===== config.mk =====
export PLATFORM = sky130hd
export DESIGN_NAME = calendar_date_time_advance
export DESIGN_NICKNAME = d
export VERILOG_FILES = /design/src/rtl/cdta_pkg.sv /design/src/rtl/calendar_date_time_advance.sv /design/src/rtl/cdta_ctrl.sv /design/src/rtl/cdta_dp.sv
export SDC_FILE = /design/constraint.sdc
export NUM_CORES = 1
export LEC_CHECK = 0
export CORE_ASPECT_RATIO = 1.25
export CORE_MARGIN = 1
export CORE_UTILIZATION = 58
export CTS_CLUSTER_SIZE = 30
export DETAILED_ROUTE_END_ITERATION = 7
export DONT_BUFFER_PORTS = 1
export PLACE_DENSITY = 0.74
export SYNTH_ARGS = -nofsm -noshare
export SYNTH_HDL_FRONTEND = slang
export SYNTH_SLANG_ARGS = --single-unit
export TNS_END_PERCENT = 10

===== constraint.sdc =====
create_clock -name clk -period 5.26 [get_ports clk]
set_input_delay 0.526 -clock clk [delete_from_list [all_inputs] [get_ports clk]]
set_output_delay 0.526 -clock clk [all_outputs]
set_load 0.01 [all_outputs]

===== src/rtl/cdta_pkg.sv =====
// Package for the calendar date/time advance block.
// Holds payload structs, calendar constants and controller/datapath
// command and status types. No dependencies.
package cdta_pkg;

  localparam int unsigned MinPerHour  = 60;
  localparam int unsigned HourPerDay  = 24;
  localparam int unsigned MonPerYear  = 12;
  localparam int unsigned YearsPerCen = 100;
  localparam logic [15:0] ResetYear   = 16'd2023;
  // 2023 = 20 * 100 + 23; century count 20 is 0 modulo 4
  localparam logic [6:0]  ResetYrMod  = 7'd23;
  localparam logic [1:0]  ResetCenMod = 2'd0;

  typedef struct packed {
    logic [7:0] add_days;
    logic [7:0] add_hours;
    logic [7:0] add_minutes;
  } in_t;

  typedef struct packed {
    logic [5:0]  cur_minute;
    logic [4:0]  cur_hour;
    logic [4:0]  cur_day;
    logic [3:0]  cur_month;
    logic [15:0] cur_year;
  } out_t;

  // controller -> datapath
  typedef struct packed {
    logic load;      // capture input transaction
    logic do_min;    // fold minutes, record carry
    logic do_hour;   // fold hours, form day sum
    logic step;      // cross one month
    logic commit;    // write day, load output register
  } cmd_t;

  // datapath -> controller
  typedef struct packed {
    logic roll_done; // day sum fits the current month
  } sts_t;

endpackage


===== src/rtl/calendar_date_time_advance.sv =====
// Top level of the calendar date/time advance block.
// Joins the controller (cdta_ctrl) and datapath (cdta_dp); types from cdta_pkg.
//
//   channel  direction  handshake              payload
//   in_      input      in_valid / in_ready    cdta_pkg::in_t  (days, hours, minutes)
//   out_     output     out_valid / out_ready  cdta_pkg::out_t (minute .. year)
//
// Sequence: after a transaction is accepted, the controller folds minutes,
//   then hours, then crosses one month per step in the rollover loop
//   (0..9 months), then commits the result to the output register. A new
//   transaction is accepted only after the commit.
// Reset: synchronous, active low; date/time returns to 00:00, Jan 1, 2023.
// Stalls: the result sits in an output register; a new transaction is taken
//   while it waits. If the next result is ready before the old one is taken,
//   the controller holds in the rollover state until the register frees.
module calendar_date_time_advance (
  input  logic            clk,
  input  logic            rst_n,
  input  logic            in_valid,
  output logic            in_ready,
  input  cdta_pkg::in_t   in_data,
  output logic            out_valid,
  input  logic            out_ready,
  output cdta_pkg::out_t  out_data
);
  import cdta_pkg::*;

  cmd_t cmd;   // step commands
  sts_t sts;   // rollover status

  cdta_ctrl u_ctrl (
    .clk       (clk),
    .rst_n     (rst_n),
    .in_valid  (in_valid),
    .in_ready  (in_ready),
    .out_valid (out_valid),
    .out_ready (out_ready),
    .sts       (sts),
    .cmd       (cmd)
  );

  cdta_dp u_dp (
    .clk      (clk),
    .rst_n    (rst_n),
    .in_data  (in_data),
    .cmd      (cmd),
    .sts      (sts),
    .out_data (out_data)
  );

endmodule


===== src/rtl/cdta_ctrl.sv =====
// Controller FSM for the calendar date/time advance block.
// Sequences minute, hour and month-rollover steps; owns out_valid.
// Depends on cdta_pkg.
module cdta_ctrl (
  input  logic            clk,
  input  logic            rst_n,
  input  logic            in_valid,
  output logic            in_ready,
  output logic            out_valid,
  input  logic            out_ready,
  input  cdta_pkg::sts_t  sts,
  output cdta_pkg::cmd_t  cmd
);
  import cdta_pkg::*;

  typedef enum logic [1:0] {
    S_IDLE,
    S_MIN,
    S_HOUR,
    S_ROLL
  } state_t;

  state_t state_r, state_nxt;
  logic   out_valid_r, out_valid_nxt;
  logic   slot_free;

  assign slot_free = !out_valid_r || out_ready;

  always_comb begin
    cmd         = '0;
    cmd.load    = (state_r == S_IDLE) && in_valid;
    cmd.do_min  = (state_r == S_MIN);
    cmd.do_hour = (state_r == S_HOUR);
    cmd.step    = (state_r == S_ROLL) && !sts.roll_done;
    cmd.commit  = (state_r == S_ROLL) && sts.roll_done && slot_free;
  end

  always_comb begin
    state_nxt = state_r;
    case (state_r)
      S_IDLE: begin
        if (in_valid) state_nxt = S_MIN;
      end
      S_MIN:  state_nxt = S_HOUR;
      S_HOUR: state_nxt = S_ROLL;
      S_ROLL: begin
        if (cmd.commit) state_nxt = S_IDLE;
      end
      default: state_nxt = S_IDLE;
    endcase
  end

  always_comb begin
    out_valid_nxt = out_valid_r;
    if (cmd.commit) out_valid_nxt = 1'b1;
    else if (out_ready) out_valid_nxt = 1'b0;
  end

  always_ff @(posedge clk) begin
    if (!rst_n) begin
      state_r     <= S_IDLE;
      out_valid_r <= 1'b0;
    end else begin
      state_r     <= state_nxt;
      out_valid_r <= out_valid_nxt;
    end
  end

  assign in_ready  = (state_r == S_IDLE);
  assign out_valid = out_valid_r;

endmodule


===== src/rtl/cdta_dp.sv =====
// Datapath for the calendar date/time advance block.
// Calendar state, carry folding, month rollover and output register.
// Depends on cdta_pkg.
module cdta_dp (
  input  logic            clk,
  input  logic            rst_n,
  input  cdta_pkg::in_t   in_data,
  input  cdta_pkg::cmd_t  cmd,
  output cdta_pkg::sts_t  sts,
  output cdta_pkg::out_t  out_data
);
  import cdta_pkg::*;

  localparam int unsigned MaxMinCarry  = 5;   // (59 + 255) / 60
  localparam int unsigned MaxHourCarry = 11;  // (23 + 255 + 5) / 24

  // architectural state
  logic [5:0]  minute_r;
  logic [4:0]  hour_r;
  logic [4:0]  day_r;
  logic [3:0]  month_r;
  logic [15:0] year_r;
  logic [6:0]  yr_mod_r;   // year mod 100
  logic [1:0]  cen_mod_r;  // (year / 100) mod 4

  // per-transaction working registers
  in_t         add_r;
  logic [2:0]  cm_r;       // minute carry into hours
  logic [8:0]  dsum_r;     // remaining day count
  out_t        out_r;

  // minute fold
  logic [8:0]  msum;
  logic [2:0]  mq;
  logic [8:0]  mrem;
  // hour fold
  logic [8:0]  hsum;
  logic [3:0]  hq;
  logic [8:0]  hrem;
  // month rollover
  logic        leap;
  logic [4:0]  mlen;
  logic [3:0]  mon_inc;
  logic        yr_wrap;

  always_comb begin
    msum = 9'(minute_r) + 9'(add_r.add_minutes);
    mq   = '0;
    mrem = msum;
    for (int k = 1; k <= MaxMinCarry; k++) begin
      if (msum >= 9'(k * MinPerHour)) begin
        mq   = 3'(k);
        mrem = msum - 9'(k * MinPerHour);
      end
    end
  end

  always_comb begin
    hsum = 9'(hour_r) + 9'(add_r.add_hours) + 9'(cm_r);
    hq   = '0;
    hrem = hsum;
    for (int k = 1; k <= MaxHourCarry; k++) begin
      if (hsum >= 9'(k * HourPerDay)) begin
        hq   = 4'(k);
        hrem = hsum - 9'(k * HourPerDay);
      end
    end
  end

  // divisible by 4, and not by 100 unless by 400
  assign leap = (year_r[1:0] == 2'd0) && ((yr_mod_r != 7'd0) || (cen_mod_r == 2'd0));

  always_comb begin
    case (month_r)
      4'd2:    mlen = leap ? 5'd29 : 5'd28;
      4'd4:    mlen = 5'd30;
      4'd6:    mlen = 5'd30;
      4'd9:    mlen = 5'd30;
      4'd11:   mlen = 5'd30;
      default: mlen = 5'd31;  // 31-day months and unused codes
    endcase
  end

  assign mon_inc       = month_r + 4'd1;
  assign yr_wrap       = (mon_inc > 4'(MonPerYear)) || (mon_inc == 4'd0);
  assign sts.roll_done = (dsum_r <= 9'(mlen));

  always_ff @(posedge clk) begin
    if (!rst_n) begin
      minute_r  <= '0;
      hour_r    <= '0;
      day_r     <= 5'd1;
      month_r   <= 4'd1;
      year_r    <= ResetYear;
      yr_mod_r  <= ResetYrMod;
      cen_mod_r <= ResetCenMod;
    end else begin
      if (cmd.do_min)  minute_r <= mrem[5:0];
      if (cmd.do_hour) hour_r   <= hrem[4:0];
      if (cmd.commit)  day_r    <= dsum_r[4:0];
      if (cmd.step) begin
        if (yr_wrap) begin
          month_r <= 4'd1;
          year_r  <= year_r + 16'd1;
          if (year_r == 16'hFFFF) begin
            // year 0: divisible by 400
            yr_mod_r  <= '0;
            cen_mod_r <= '0;
          end else if (yr_mod_r == 7'(YearsPerCen - 1)) begin
            yr_mod_r  <= '0;
            cen_mod_r <= cen_mod_r + 2'd1;
          end else begin
            yr_mod_r  <= yr_mod_r + 7'd1;
          end
        end else begin
          month_r <= mon_inc;
        end
      end
    end
  end

  always_ff @(posedge clk) begin
    if (cmd.load)    add_r  <= in_data;
    if (cmd.do_min)  cm_r   <= mq;
    if (cmd.do_hour) dsum_r <= 9'(day_r) + 9'(add_r.add_days) + 9'(hq);
    if (cmd.step)    dsum_r <= dsum_r - 9'(mlen);
    if (cmd.commit) begin
      out_r.cur_minute <= minute_r;
      out_r.cur_hour   <= hour_r;
      out_r.cur_day    <= dsum_r[4:0];
      out_r.cur_month  <= month_r;
      out_r.cur_year   <= year_r;
    end
  end

  assign out_data = out_r;

endmodule

Yosys cells after proc, flatten, opt, wreduce, memory -nomap -nowiden
Index checks and enable logic that the tools add are counted.

storage, ports and cells
  logic and storage cells = 144
  input bits = 28
  bits in registers = 120

operators by class
  equal/unequal tests = 12
  add/sub/neg operators = 26
  order comparisons = 18
  reductions and logical operators = 23
  mux-type cells = 45

operators by type and width
  operator                                                               number
  9-bit by 8-bit >= comparator with 1-bit output, second input constant  7
  5-bit 2-to-1 mux                                                       11
  9-bit by 7-bit >= comparator with 1-bit output, second input constant  4
  6-bit 2-to-1 mux                                                       5
  5-bit subtractor, second input constant                                6
  6-bit subtractor, second input constant                                5
  4-bit 2-to-1 mux                                                       5
  5-bit by 8-bit adder with 9-bit output                                 2
  9-bit by 6-bit >= comparator with 1-bit output, second input constant  2
  9-bit >= comparator, second input constant                             2
  9-bit 2-to-1 mux                                                       2
  16-bit by 1-bit adder with 16-bit output, second input constant        1
  16-bit equality test, second input constant                            1
  2-bit 2-to-1 mux                                                       8
  5-bit by 4-bit subtractor with 5-bit output, second input constant     3
  7-bit 2-to-1 mux                                                       2
  3-bit 2-to-1 mux                                                       4
  5-bit case mux with 2 select lines                                     1
  5-bit by 1-bit subtractor with 5-bit output, second input constant     2
  6-bit by 8-bit adder with 9-bit output                                 1
  9-bit by 3-bit adder with 9-bit output                                 1
  9-bit by 4-bit adder with 9-bit output                                 1
  9-bit by 5-bit >= comparator with 1-bit output, second input constant  1
  9-bit by 5-bit <= comparator with 1-bit output                         1
  25 further kinds                                                       46

Depth between registers and ports, before layout
  word-level depth = 17
  mapped depth = 26
  gate-level depth less buffers = 26

By module
From an unflattened synthesis, not the netlist that was laid out.

second synthesis, totals
  cell total of the unflattened synthesis = 676
  area, all modules = 6,894.1 µm²

by module, submodules not included
  module     cells each  area each (µm²)  sequential area each (µm²)  instances
  cdta_dp    650         6,656.4          3,062.9                     1
  cdta_ctrl  26          237.7            60.1                        1

Least setup slack after synthesis
No wires, ideal clock.

  path type = register to register
  start = reg u_dp.cm_r[2]
  end = reg u_dp.dsum_r[7] (data pin)
  slack = 0.224 ns
  arrival time = 4.770 ns
  stages on the path, launching flop included = 24
  data required time = 4.994 ns
  library setup time = 0.266 ns
  clock period less this slack = 5.036 ns
  cells stage by stage = edfxtp_1 -> fa_1 -> ha_1 -> a211oi_1 -> nor2_1 -> nor2_1 -> inv_1 -> ha_1 -> nand2_1 -> nand2_1 -> mux2_2 -> a311oi_1 -> o31ai_1 -> fa_1 -> ha_1 -> inv_1 -> fa_1 -> nor2b_1 -> o21ai_0 -> a21oi_1 -> o21ai_0 -> xnor2_1 -> nor2_1 -> a21oi_1

on the way
  longest elaborated chain between the ends = 16
  elaborated cells between the ends (all ways) = 26
  classes of those cells = add/sub (2); order compare (11); mux (13)

ends and longest elaborated chain
  what                                            line            RTL
  start: declaration                              cdta_dp.sv:28   logic [2:0] cm_r;
  start signal: assignment                        cdta_dp.sv:124  if (cmd.do_min) cm_r <= mq;
  9-bit by 3-bit adder with 9-bit output *        cdta_dp.sv:59   hsum = 9'(hour_r) + 9'(add_r.add_hours) + 9'(cm_r);
  9-bit by 5-bit >= comparator with 1-bit output  cdta_dp.sv:63   if (hsum >= 9'(k * HourPerDay)) begin
  1-bit 2-to-1 mux                                cdta_dp.sv:63
  2-bit 2-to-1 mux (2 in a row)                   cdta_dp.sv:63
  3-bit 2-to-1 mux (4 in a row)                   cdta_dp.sv:63
  4-bit 2-to-1 mux (3 in a row)                   cdta_dp.sv:63
  4-bit 2-to-1 mux *                              cdta_dp.sv:63
  9-bit by 4-bit adder with 9-bit output *        cdta_dp.sv:125  if (cmd.do_hour) dsum_r <= 9'(day_r) + 9'(add_r.add_days) + 9'(hq);
  9-bit 2-to-1 mux *                              cdta_dp.sv:125
  9-bit 2-to-1 mux *                              cdta_dp.sv:126  if (cmd.step) dsum_r <= dsum_r - 9'(mlen);
  end signal: assignment                          cdta_dp.sv:125
  end signal: assignment                          cdta_dp.sv:126
  end: declaration                                cdta_dp.sv:29   logic [8:0] dsum_r;

Mark *: on every way between the ends. The rest lies on a longest branch, timed or not. The select of a mux whose other input is x is not followed.
A chain may end at the register's enable or synchronous reset.

Worst setup path after layout
  start = reg u_dp.cm_r[1]
  end = reg u_dp.dsum_r[7] (data pin)

Same word-level chain as after synthesis.

==> run_results.csv <==
group,metric,value,unit
worst_setup_path,worstPathArrival,5.15,ns
clock_tree,h-tree-depth,4,
worst_setup_path,cp.required,5.40,ns
timing,finalCriticalPeriod,5.01,ns
routing,num_vias,5179,
clock_tree,clock_path_buffers,2,
place,dpl_cell_area,0.00710,sq mm
cells_and_area,layout_common_cells,"edfxtp_1 (72), nand2_1 (64), inv_1 (49), ha_1 (49), dfxtp_1 (48)",
run,maxCapViolations,0,
timing,setup_viol,0,
global_routing,grt_pass1_wl,24.2,mm
cells_and_area,fin_util,66.9,%
cells_and_area,antenna_cells,0,
worst_hold_path,hold_path_class,"in -> reg",
logic_synthesis,synth_cell_types,71,
place,port_buffers,0,
logic_synthesis,syn-num-nets,775,
clock_tree,cts_tree,"yes",
worst_setup_path,worstSetupEndpoint,"u_dp.dsum_r[7]",
routing,ant_nets,0,
global_routing,antenna_found_initial,0,
routing,vias_per_cell,5.99,
global_routing,grt_overflow_total,0,
routing,drt-total-wl,14.9,mm
logic_synthesis,yosysWarningCount,0,
timing,worstMarginPinSlew,0.699,ns
worst_setup_path,ff2ff_path_depth,23,
floorplan,die_h,124,um
floorplan,start_util,59.6,%
logic_synthesis,ys_ff_latch,120,
routing,drt_drc_violations_left,0,
power_and_ir_drop,pwr_density_cell,684,mW/mm^2
run_status,status,"complete, no violations",
place,dp_hpwl,10.4,mm
clock_tree,insertion_delay,0.42,ns
clock_tree,cts.sinks,120,
timing,layout_worst_path_cycle_share,95.3,%
logic_synthesis,synth_seq_area_share,45.1,%
timing,fmax,200,MHz
worst_setup_path,r2r_end,"u_dp.dsum_r[7]",
cells_and_area,stdcell_area,0.00777,sq mm
place,gp_congestion,0.878,
timing,relSlewSlack,53.0,%
worst_setup_path,reg2reg_slack,0.25,ns
clock_tree,cts_root_buf,"clkbuf_16",
global_routing,grt_pass1_vias,5087,
floorplan,die_area,0.0124,sq mm
worst_setup_path,cp_max_fo,4,
worst_setup_path,crit_type,"reg -> reg",
routing,drt_iter0_drc,189,
worst_setup_path,crit_path_end_kind,"flip-flop",
cells_and_area,drive_above_1_share,10.7,%
logic_synthesis,ys.flop_type,"edfxtp_1",
power_and_ir_drop,ir_worst_vdd,0.362,mV
timing,finClkSkew,0.00730,ns
floorplan,dieWidth,99.7,um
clock_tree,holdBufCountCts,0,
cells_and_area,syn_to_final_growth,12.3,%
routing,first_pass_iters,5,
worst_setup_path,reg2reg_from,"u_dp.cm_r[1]",
worst_setup_path,crit_path_start,"u_dp.cm_r[1]",
cells_and_area,final_common_cell,"edfxtp_1",
logic_synthesis,avgSynthCellArea,10.1,sq um
timing,hold_violations,0,
power_and_ir_drop,p_leak,0.00302,uW
floorplan,io_pins,66,
global_routing,grt_max_degree,47,
floorplan,rows,44,
power_and_ir_drop,total_power,5320,uW
global_routing,grt_util_all_layers,25.4,%
clock_tree,cts_made_buffers,17,
clock_tree,clk_transition_reported_paths,0.06,ns
floorplan,fp.coreArea,0.0116,sq mm
logic_synthesis,synth_area,0.00692,sq mm
routing,wl_per_cell,17.2,um
timing,slew_viol_final,0,
logic_synthesis,synth_cells,687,
worst_setup_path,crit_path_start_kind,"flip-flop",
cells_and_area,nNetsFinal,779,
cells_and_area,nFillCells,890,
logic_synthesis,synth_edf_count,72,
logic_synthesis,async_flop_share,0,%
==> metrics by stage <==
step | hold slack [ns] | instances | setup slack [ns] | setup TNS (ns)
global route | 0.171 | 865 | -0.0899 | -0.157
floorplan | 0.406 | 687 | 0.224 | 0
CTS | 0.163 | 864 | 0.0220 | 0
global placement | 0.436 | 832 | 0.189 | 0
detailed placement | 0.445 | 832 | 0.0433 | 0
finish | 0.177 | 865 | 0.250 | 0
==> cells in the mapped netlist (5+ instances only) <==
master    count  area, sq um
or3_1        10         62.6
o211a_1       5         50.1
clkbuf_1     24         90.1
xnor2_1      22          193
edfxtp_1     72         2160
a21oi_1      21          105
inv_1        49          184
nand3_1      23          115
o211ai_1     15          113
o21ai_1       5         25.0
a211oi_1      6         45.0
xor2_1       17          149
dfxtp_1      48          961
nor2b_1      15         93.8
mux2i_1       6         60.1
nand2_1      64          240
and2_1       15         93.8
o21a_1        5         37.5
nor2_1       35          131
and3b_1       5         43.8
a21boi_0      7         52.6
nand2b_1     13         81.3
fa_1         11          220
ha_1         49          613
a31oi_1       7         43.8
nor3_1       17         85.1
nand4_1       8         50.1
o21ai_0      35          175
==> layer usage <==
metal	GRT usage, %	vias to the layer above	wire (um)
met5	0	-	0
met4	13.0	0	391
met3	5.39	32	678
met2	44.4	147	7680
met1	29.3	2505	6140
li1	-	2495	-
==> where the power goes <==
part           switching [uW]  internal (uW)  leakage, uW  total, uW
combinational            1670           1180      0.00171       2850
clock                     492            631     0.000280       1120
sequential                129           1220      0.00103       1350
==> registers in the layout, indices dropped and copies added, names as in the netlist <==
name              flops
u_dp.add_r           24
u_dp.cen_mod_r        2
u_dp.yr_mod_r         7
u_dp.out_data        36
u_ctrl.out_valid      1
u_dp.year_r          16
u_ctrl.state_r        2
u_dp.month_r          4
u_dp.day_r            5
u_dp.minute_r         6
u_dp.cm_r             3
u_dp.dsum_r           9
u_dp.hour_r           5
==> critical path, cell delays in order, from the launching register on <==
cell and delay (ns):
edfxtp_1 0.39, fa_1 0.55, ha_1 0.18, inv_1 0.08
fa_2 0.41, nor2b_4 0.15, o311a_1 0.22, o211ai_1 0.15
o21a_2 0.29, or3_4 0.40, nand2_1 0.09, a21oi_2 0.04
fa_1 0.43, inv_1 0.07, ha_1 0.17, inv_1 0.06
fa_2 0.35, nor2b_2 0.13, o21ai_2 0.07, a21oi_2 0.14
o21ai_1 0.08, xnor2_1 0.13, nor2_1 0.10, a21oi_1 0.05
==> area by class of cell <==
class,count,area [sq um],area share [%]
timing repair buffer,12,90.1,1.16
sequential,120,3120,40.2
multi-input combinational,490,3590,46.2
clock inverter,15,156,2.01
clock buffer,17,425,5.47
tap,161,201,2.59
inverter,50,188,2.41
==> worst min path at each step <==
| stage | to | cells past startpoint | start | slack [ns] |
|---|---|---|---|---|
| 2_1_floorplan | u_dp.out_data[18] | 0 | u_dp.month_r[2] | 0.41 |
| 3_3_place_gp | u_dp.out_data[20] | 0 | u_dp.dsum_r[0] | 0.44 |
| 4_1_cts | u_dp.year_r[8] | 1 | rst_n | 0.16 |
| 3_5_place_dp | u_dp.out_data[20] | 0 | u_dp.dsum_r[0] | 0.45 |
| 5_1_grt | u_dp.year_r[8] | 1 | rst_n | 0.17 |
| 6_report | u_dp.year_r[8] | 1 | rst_n | 0.18 |
==> cell families after synthesis <==
| group | count (synthesis) | synth area share, % |
|---|---|---|
| DFF | 120 | 45.1 |
| adders and majority gates | 60 | 12.0 |
| xor gates and xnor gates | 39 | 4.93 |
| buffers and inverters | 77 | 4.23 |
| muxes | 9 | 1.52 |
| AOI/OAI and AO/OA | 149 | 14.7 |
| and+or+nand+nor | 233 | 17.4 |
==> timing repair <==
item	4_1_cts	5_1_grt
buffers inserted	0	1
endpoints found under the setup margin	0	3
hold endpoints to repair	0	0
gates resized for setup	0	21
No activity file was read; power rests on OpenSTA's default activity.
